===== src/hw/rtl/rcl_pkg.sv =====
// ----------------------------------------------------------------------------
// rcl_pkg
// Shared types, wiring tables and letter arithmetic for the rotor cipher
// letter unit.
// ----------------------------------------------------------------------------
package rcl_pkg;

  localparam int ALPHA    = 26;
  localparam int LETTER_W = 5;
  localparam int STAGES   = 7;
  localparam int WIRE_W   = 8 * ALPHA;

  localparam logic [WIRE_W-1:0] WIRE_FAST = "BDFHJLCPRTXVZNYEIWGAKMUSQO";
  localparam logic [WIRE_W-1:0] WIRE_MED  = "AJDKSIRUXBLHWTMCQGZNPYFVOE";
  localparam logic [WIRE_W-1:0] WIRE_SLOW = "EKMFLGDQVZNTOWYHXUSPAIBRCJ";
  localparam logic [WIRE_W-1:0] WIRE_REFL = "IXUHFEZDAOMTKQJWNSRLCYPBVG";

  typedef logic [LETTER_W-1:0] letter_t;

  typedef struct packed {
    letter_t slow;
    letter_t med;
    letter_t fast;
  } pos_t;

  typedef struct packed {
    letter_t letter;
    pos_t    pos;
  } token_t;

  typedef enum logic [2:0] {
    STG_FAST,
    STG_MED,
    STG_SLOW,
    STG_REFL,
    STG_SLOW_INV,
    STG_MED_INV,
    STG_FAST_INV
  } stage_t;

  function automatic stage_t stage_of(input int idx);
    stage_t st;
    case (idx)
      0:       st = STG_FAST;
      1:       st = STG_MED;
      2:       st = STG_SLOW;
      3:       st = STG_REFL;
      4:       st = STG_SLOW_INV;
      5:       st = STG_MED_INV;
      default: st = STG_FAST_INV;
    endcase
    return st;
  endfunction

  function automatic letter_t add_mod(input letter_t a, input letter_t b);
    logic [LETTER_W:0] s;
    s = {1'b0, a} + {1'b0, b};
    if (s >= (LETTER_W+1)'(ALPHA)) begin
      s = s - (LETTER_W+1)'(ALPHA);
    end
    return s[LETTER_W-1:0];
  endfunction

  function automatic letter_t sub_mod(input letter_t a, input letter_t b);
    logic [LETTER_W:0] s;
    if (a >= b) begin
      s = {1'b0, a} - {1'b0, b};
    end else begin
      s = {1'b0, a} + (LETTER_W+1)'(ALPHA) - {1'b0, b};
    end
    return s[LETTER_W-1:0];
  endfunction

  function automatic letter_t wire_char(input logic [WIRE_W-1:0] w, input letter_t i);
    logic [7:0] c;
    c = w[(ALPHA - 1 - int'(i)) * 8 +: 8];
    return LETTER_W'(c - 8'h41);
  endfunction

  function automatic letter_t wire_inv(input logic [WIRE_W-1:0] w, input letter_t x);
    letter_t r;
    r = '0;
    for (int j = 0; j < ALPHA; j++) begin
      if (wire_char(w, LETTER_W'(j)) == x) begin
        r = LETTER_W'(j);
      end
    end
    return r;
  endfunction

  function automatic letter_t stage_map(input stage_t st, input letter_t y);
    letter_t r;
    case (st)
      STG_FAST:     r = wire_char(WIRE_FAST, y);
      STG_MED:      r = wire_char(WIRE_MED, y);
      STG_SLOW:     r = wire_char(WIRE_SLOW, y);
      STG_REFL:     r = wire_char(WIRE_REFL, y);
      STG_SLOW_INV: r = wire_inv(WIRE_SLOW, y);
      STG_MED_INV:  r = wire_inv(WIRE_MED, y);
      STG_FAST_INV: r = wire_inv(WIRE_FAST, y);
      default:      r = '0;
    endcase
    return r;
  endfunction

endpackage


===== src/hw/rtl/rcl_cell.sv =====
// ----------------------------------------------------------------------------
// rcl_cell
// One wiring stage: offset the letter by its rotor digit, pass it through
// the fixed wiring and remove the offset; registered with its own handshake.
// ----------------------------------------------------------------------------
module rcl_cell (
  input  logic            clk,
  input  logic            rst,
  input  rcl_pkg::stage_t stage_sel,
  input  logic            in_valid,
  output logic            in_ready,
  input  rcl_pkg::token_t in_tok,
  output logic            out_valid,
  input  logic            out_ready,
  output rcl_pkg::token_t out_tok
);

  logic             valid;
  rcl_pkg::token_t  tok;
  rcl_pkg::letter_t digit;
  rcl_pkg::letter_t shifted;
  rcl_pkg::letter_t mapped;
  rcl_pkg::token_t  tok_next;

  always_comb begin
    case (stage_sel)
      rcl_pkg::STG_FAST, rcl_pkg::STG_FAST_INV: digit = in_tok.pos.fast;
      rcl_pkg::STG_MED,  rcl_pkg::STG_MED_INV:  digit = in_tok.pos.med;
      rcl_pkg::STG_SLOW, rcl_pkg::STG_SLOW_INV: digit = in_tok.pos.slow;
      default:                                  digit = '0;
    endcase
    shifted         = rcl_pkg::add_mod(in_tok.letter, digit);
    mapped          = rcl_pkg::stage_map(stage_sel, shifted);
    tok_next.pos    = in_tok.pos;
    tok_next.letter = rcl_pkg::sub_mod(mapped, digit);
  end

  assign in_ready  = !valid || out_ready;
  assign out_valid = valid;
  assign out_tok   = tok;

  always_ff @(posedge clk) begin
    if (rst) begin
      valid <= 1'b0;
    end else if (in_ready) begin
      valid <= in_valid;
    end
  end

  always_ff @(posedge clk) begin
    if (in_ready && in_valid) begin
      tok <= tok_next;
    end
  end

endmodule


===== src/hw/rtl/rotor_cipher_letter_unit.sv =====
// ----------------------------------------------------------------------------
// rotor_cipher_letter_unit
// Three-rotor reflecting letter cipher built as a chain of seven wiring cells.
// ----------------------------------------------------------------------------
// One letter is accepted per cycle while in_ready is high; it is registered once
// in each wiring cell (fast, medium, slow, reflector, then the inverse slow,
// medium and fast rotors). Each letter carries its own rotor position down the
// chain, so the odometer steps at the input transfer and restart simply reloads
// it before that letter. Each cell stalls only when it is full and the next
// cell cannot take its letter, so bubbles close up while the output waits.
// Letters 26..31 are taken as 0..5. Encryption and decryption use the same path.
module rotor_cipher_letter_unit (
  input  logic       clk,
  input  logic       rst,
  input  logic       in_valid,
  output logic       in_ready,
  input  logic [4:0] letter_in,
  input  logic       restart,
  output logic       out_valid,
  input  logic       out_ready,
  output logic [4:0] letter_out
);

  localparam int N = rcl_pkg::STAGES;

  rcl_pkg::pos_t    position;
  rcl_pkg::pos_t    position_next;
  rcl_pkg::pos_t    cur_pos;
  rcl_pkg::letter_t letter_in_red;

  logic            valid_c [N+1];
  logic            ready_c [N+1];
  rcl_pkg::token_t tok_c   [N+1];

  always_comb begin
    if (letter_in >= rcl_pkg::LETTER_W'(rcl_pkg::ALPHA)) begin
      letter_in_red = letter_in - rcl_pkg::LETTER_W'(rcl_pkg::ALPHA);
    end else begin
      letter_in_red = letter_in;
    end

    if (restart) begin
      cur_pos      = '0;
      cur_pos.fast = rcl_pkg::LETTER_W'(1);
    end else begin
      cur_pos = position;
    end

    position_next = cur_pos;
    if (cur_pos.fast == rcl_pkg::LETTER_W'(rcl_pkg::ALPHA - 1)) begin
      position_next.fast = '0;
      if (cur_pos.med == rcl_pkg::LETTER_W'(rcl_pkg::ALPHA - 1)) begin
        position_next.med = '0;
        if (cur_pos.slow == rcl_pkg::LETTER_W'(rcl_pkg::ALPHA - 1)) begin
          position_next.slow = '0;
        end else begin
          position_next.slow = cur_pos.slow + 1'b1;
        end
      end else begin
        position_next.med = cur_pos.med + 1'b1;
      end
    end else begin
      position_next.fast = cur_pos.fast + 1'b1;
    end
  end

  always_ff @(posedge clk) begin
    if (rst) begin
      position <= '{slow: '0, med: '0, fast: rcl_pkg::LETTER_W'(1)};
    end else if (in_valid && in_ready) begin
      position <= position_next;
    end
  end

  assign valid_c[0]      = in_valid;
  assign in_ready        = ready_c[0];
  assign tok_c[0].letter = letter_in_red;
  assign tok_c[0].pos    = cur_pos;

  for (genvar i = 0; i < N; i++) begin : g_cell
    rcl_cell u_cell (
      .clk       (clk),
      .rst       (rst),
      .stage_sel (rcl_pkg::stage_of(i)),
      .in_valid  (valid_c[i]),
      .in_ready  (ready_c[i]),
      .in_tok    (tok_c[i]),
      .out_valid (valid_c[i+1]),
      .out_ready (ready_c[i+1]),
      .out_tok   (tok_c[i+1])
    );
  end

  assign ready_c[N]  = out_ready;
  assign out_valid   = valid_c[N];
  assign letter_out  = tok_c[N].letter;

endmodule


===== config.mk =====
export PLATFORM = sky130hd
export DESIGN_NAME = rotor_cipher_letter_unit
export DESIGN_NICKNAME = d
export VERILOG_FILES = /design/src/hw/rtl/rcl_pkg.sv /design/src/hw/rtl/rcl_cell.sv /design/src/hw/rtl/rotor_cipher_letter_unit.sv
export SDC_FILE = /design/constraint.sdc
export NUM_CORES = 1
export LEC_CHECK = 0
export BUFFER_PORTS_ARGS = -buffer_cell sky130_fd_sc_hd__buf_2
export CORE_MARGIN = 5
export CORE_UTILIZATION = 55
export DETAILED_ROUTE_END_ITERATION = 10
export GPL_TIMING_DRIVEN = 0
export PLACE_DENSITY = 0.78
export SLEW_MARGIN = 25
export SYNTH_ARGS = -nofsm -noshare
export SYNTH_HDL_FRONTEND = slang
export SYNTH_SLANG_ARGS = --single-unit

===== constraint.sdc =====
create_clock -name clk -period 13 [get_ports clk]
set_clock_uncertainty 0.1 [all_clocks]
set_input_delay 1.3 -clock clk [delete_from_list [all_inputs] [get_ports clk]]
set_output_delay 1.3 -clock clk [all_outputs]
set_load 0.02 [all_outputs]

# [Word-level counts from Yosys, hierarchy flattened]
# Index checks and enable logic that the tools add are counted.
[totals] regBits=132 latchBits=0 ramBits=0 mem_bits_ro=0 in_bits=10 output_inout_bits=7 wordCells=290 n_memories=0
[op_classes] addsub=44 n_mul=0 n_div=0 order_cmp=15 n_eq_ne=76 n_shift=4 muxes=96 bitwise_logic=0 n_reduce_logical=23
[op_table] cell="variable part select 208 x 32 -> 5 bit (first input constant)" n=4
[op_table] cell="2-to-1 mux 5 bit" n=49
[op_table] cell="equality test 5 bit (first input constant)" n=30
[op_table] cell="equality test 4 x 5 -> 1 bit (first input constant)" n=24
[op_table] cell="2-to-1 mux 4 bit" n=24
[op_table] cell="subtractor 5 bit" n=12
[op_table] cell="equality test 3 x 5 -> 1 bit (first input constant)" n=11
[op_table] cell="subtractor 5 bit (second input constant)" n=8
[op_table] cell="adder 5 x 5 -> 6 bit" n=6
[op_table] cell="greater-or-equal comparator 6 x 5 -> 1 bit (second input constant)" n=6
[op_table] cell="2-to-1 mux 3 bit" n=12
[op_table] cell="adder 5 bit (second input constant)" n=7
[op_table] cell="equality test 2 x 5 -> 1 bit (first input constant)" n=6
[op_table] cell="greater-or-equal comparator 5 bit" n=6
[op_table] cell="subtractor 5 x 5 -> 6 bit (first input constant)" n=4
[op_table] cell="subtractor 5 x 1 -> 5 bit (second input constant)" n=4
[op_table] cell="adder 5 x 1 -> 5 bit (second input constant)" n=3
[op_table] cell="equality test 5 bit (second input constant)" n=3
[op_table] cell="2-to-1 mux 15 bit" n=1
[op_table] cell="2-to-1 mux 2 bit" n=6
[op_table] cell="equality test 1 x 5 -> 1 bit (first input constant)" n=2
[op_table] cell="greater-or-equal comparator 5 bit (second input constant)" n=2
[op_table] cell="logical NOT 5 bit" n=2
[op_table] cell="2-to-1 mux 10 bit" n=1
[op_table] cell="other kinds (5)" n=25

# [Depth between registers and ports, before layout]
[logic_depth] ltp_word=32 depth_mapped=33 depth_no_buf=33

# [Hierarchy]
# Synthesis repeated with hierarchy kept, for this count alone.
[hier_totals] cells_unflattened=3728 area_unflattened_um2=27839.2
[modules_own_cells] module="rcl_cell (g_cell[4].u_cell ...)" instances=2 cells_per_inst=526 area_each_um2=3871.2 seq_area_each_um2=620.6
[modules_own_cells] module="rcl_cell (g_cell[0].u_cell ...)" instances=2 cells_per_inst=485 area_each_um2=3661.0 seq_area_each_um2=620.6
[modules_own_cells] module="rcl_cell (g_cell[6].u_cell)" instances=1 cells_per_inst=548 area_each_um2=4200.3 seq_area_each_um2=620.6
[modules_own_cells] module="rcl_cell (g_cell[1].u_cell)" instances=1 cells_per_inst=533 area_each_um2=3885.0 seq_area_each_um2=620.6
[modules_own_cells] module="rcl_cell (g_cell[3].u_cell)" instances=1 cells_per_inst=480 area_each_um2=3573.4 seq_area_each_um2=620.6
[modules_own_cells] module="rotor_cipher_letter_unit" instances=1 cells_per_inst=145 area_each_um2=1116.1 seq_area_each_um2=300.3

# [Worst setup path after synthesis]
# No wires, ideal clock.
[synth_path] path_type="input port to flip-flop" startpoint="input restart" endpoint="register g_cell[0].u_cell.tok, in the netlist g_cell[0].u_cell.out_tok[19] (data pin)" setup_time_ns=0.259 arrival_ns=6.689 required_ns=12.641 setup_slack_ns=5.952 cell_stages=30 n_path_buf=2 path_cell_list="clkbuf_1 > clkbuf_1 > or2_2 > ha_1 > inv_1 > fa_1 > nor2b_1 > o21a_1 > or3_1 > and3_1 > o31ai_1 > inv_1 > ha_1 > xnor2_1 > nand2_1 > o21a_1 > o2111ai_1 > ha_1 > inv_1 > xnor2_1 > ha_1 > inv_1 > o21ai_0 > a31oi_1 > nor2_1 > o21ai_0 > nand2b_1 > o311ai_0 > o21ai_0 > xnor2_1"
[synth_rtl] item="start: declaration" line="rotor_cipher_letter_unit.sv:18" text="input logic restart,"
[synth_rtl] item="end signal: assignment" line="rcl_cell.sv:52" text="tok <= tok_next;"
[synth_rtl] item="end: declaration" line="rcl_cell.sv:19" text="rcl_pkg::token_t tok;"

==> results.json <==
{
  "async_flop_share_pct": 0,
  "gp_congestion": 0.895,
  "start_util_pct": 55.6,
  "ant_nets": 0,
  "clkTransAtPathRegs_ns": 0.06,
  "synthCells": 1265,
  "fp.dieW_um": 155,
  "synth_simple_gate_area_share_pct": 14.4,
  "die_h_um": 155,
  "synth_top_area_share_pct": 28.4,
  "yosys_warnings": 0,
  "ctsResizeCount": 0,
  "syn_area_mm2": 0.0116,
  "num_rows": 53,
  "slew_violations": 0,
  "seq_area_frac_synth_pct": 32.2,
  "multi_input_area_mm2": 0.00729,
  "drv_cap": 0,
  "cp_data_required_time_ns": 13.06,
  "synth_nets": 1416,
  "clockRootBuffer": "clkbuf_16",
  "nets": 1454,
  "grt_setup_unrepaired": "false",
  "synth.mux.area_fraction_pct": 2.10,
  "max_slew.worst_pin.slew_ns": 0.894,
  "core_area_mm2": 0.0209,
  "cp-start-kind": "input pin",
  "fin_crit_sh_pct": 61.0,
  "r2r_cells": 28,
  "path_depth": 31,
  "relSlewSlack_pct": 40.3,
  "dr.pass1.iters": 5,
  "hold-path-cell-count": 0,
  "cts_max_level": 4,
  "hold_class": "flop to flop",
  "timing.critical_path.buf_inv": 7,
  "drtIter0Drc": 557,
  "hold_violations": 0,
  "cts_tree": "yes",
  "grt_max_degree": 30,
  "critical_path_class": "input pin to flop",
  "status": "finished, final reports clean",
  "path_max_fanout": 10,
  "ys_ff_latch": 132,
  "synth-edff-count": 110,
  "drc": 0,
  "setup_viol": 0,
  "worstSetupEndpointType": "flop",
  "syn_to_final_growth_pct": 9.58,
  "overflow": 0,
  "clock-sinks": 132,
  "vias_per_cell": 5.96,
  "clock_latency_ns": 0.41,
  "synth_top_family_by_area": "compound AO/OA/AOI/OAI gates",
  "portBuffers": 16,
  "critical-path-top-delay-family": "compound AO/OA/AOI/OAI gates",
  "grtUsageTotal_pct": 19.8,
  "die-area_mm2": 0.0241,
  "fmax_mhz": 126,
  "arrival_ns": 8.00,
  "yosys.area_share.xor_xnor_pct": 7.15,
  "synth_compound_area_share_pct": 22.1,
  "syn_avg_cell_area_um2": 9.18,
  "synth_cell_types": 85,
  "num_vias": 9478,
  "synth_area_leaders": "edfxtp_1 (28%), ha_1 (13%), xnor2_1 (4.4%)",
  "grt_first_pass_wirelength_um": 41000,
  "ioPinCount": 17,
  "fill_cells": 1705,
  "worst_path_max_delay_cell": "xnor2_1",
  "drive_gt1_share_pct": 7.37,
  "wl_per_cell_um": 14.9,
  "yosysTopAreaCell": "edfxtp_1",
  "wl_um": 23700,
  "numCtsBuffers": 17,
  "hold_buffers": 0,
  "synth-adder-area-share_pct": 16.7,
  "fin_setup_tns_ns": 0,
  "cts_max_path_buffers": 2,
  "antenna_found_initial": 0,
  "antenna_cells": 0,
  "min_period_ns": 7.94,
  "hpwl_um": 17700,
  "grt_pass1_vias": 8961,
  "post_cts_buffers": 0,
  "synthFlopType": "edfxtp_1",
  "seqCellArea_mm2": 0.00374,
  "slowest_delay_ns": 0.59
}
-- kinds of logic (layout without fill, tap and decap cells) --
group,count (synthesis),after routing
DFF,132,132
adders and majority gates,141,141
muxes,23,23
buffers and inverters,160,211
AOI/OAI and AO/OA,378,378
xor gates and xnor gates,89,89
and+or+nand+nor,342,342
-- cell usage after synthesis, types with 13 or more instances --
cell / number
nand2_1: 82
o211ai_1: 13
dfxtp_1: 22
nand3_1: 35
ha_1: 117
edfxtp_1: 110
a211oi_1: 17
nor2_1: 84
fa_1: 24
o21ai_0: 85
inv_1: 117
nand2b_1: 17
and2_1: 15
a21oi_1: 80
o21a_1: 15
nor3_1: 37
xnor2_1: 58
a21o_1: 24
clkbuf_1: 36
a31oi_1: 20
xor2_1: 27
nor2b_1: 16
-- metrics by stage --
stage                     hold WS [ns]  instance area [um2]  utilization (%)  cells  worst slack (ns)
final                            0.316                12700             61.0   1591              5.06
after CTS                        0.315                12700             61.0   1591              5.13
after floorplan                  0.300                11600                -   1265              5.95
after global placement           0.302                12000             57.7   1556              4.83
after detailed placement         0.305                12100             57.9   1559              4.74
after global routing             0.316                12700             61.0   1591              4.37
-- layer usage --
metal	wire, um	vias to the layer above	track usage (%)
met5	0	-	0
met4	270	0	4.50
met3	848	29	3.03
met2	11700	207	34.2
met1	10900	4502	26.5
li1	-	4740	-
-- cell type report --
type | instances | share of cell area [%]
sequential | 132 | 29.4
clock buffer | 18 | 3.37
multi-input combinational | 973 | 57.2
timing repair buffer | 19 | 0.894
tap | 275 | 2.70
buffer | 42 | 1.34
inverter | 118 | 3.48
clock inverter | 14 | 1.57
-- final timing paths --
check	startpoint	slack [ns]	end
worst min-delay path	g_cell[2].u_cell.out_tok[11]	0.32	g_cell[3].u_cell.out_tok[11]
worst min register to register	g_cell[2].u_cell.out_tok[11]	0.32	g_cell[3].u_cell.out_tok[11]
worst max-delay path	restart	5.06	g_cell[0].u_cell.out_tok[19]
worst max register to register	g_cell[0].u_cell.out_tok[5]	5.75	g_cell[1].u_cell.out_tok[19]
-- sequential cells by signal (all words and copies together), names as in the netlist --
| name | cells |
|---|---|
| g_cell.u_cell.out_tok | 110 |
| position | 15 |
| g_cell.u_cell.out_valid | 7 |
-- cells in the final DEF, fill, tap and decap left out, types with 7 or more instances in the layout --
cell,synthesis,routed
a211oi_1,17,17
a21o_1,24,24
a21oi_1,80,80
a311oi_1,8,8
a31oi_1,20,19
a32oi_1,7,7
and2_1,15,15
buf_2,3,20
clkbuf_1,36,37
clkbuf_16,0,17
dfxtp_1,22,22
edfxtp_1,110,110
fa_1,24,24
ha_1,117,117
inv_1,117,117
mux2_2,11,11
mux2i_1,12,12
nand2_1,82,82
nand2b_1,17,17
nand3_1,35,35
nand4_1,8,8
nor2_1,84,84
nor2b_1,16,15
nor3_1,37,37
nor4_1,8,8
o211ai_1,13,13
o21a_1,15,15
o21ai_0,85,85
o21bai_1,9,9
o22ai_1,10,10
o311ai_0,9,9
o31ai_1,12,12
or2_2,10,10
or3_1,8,8
xnor2_1,58,58
xor2_1,27,27
Power is not shown: default switching activity piles up to over one toggle a cycle in this logic, so the estimate is an artifact.
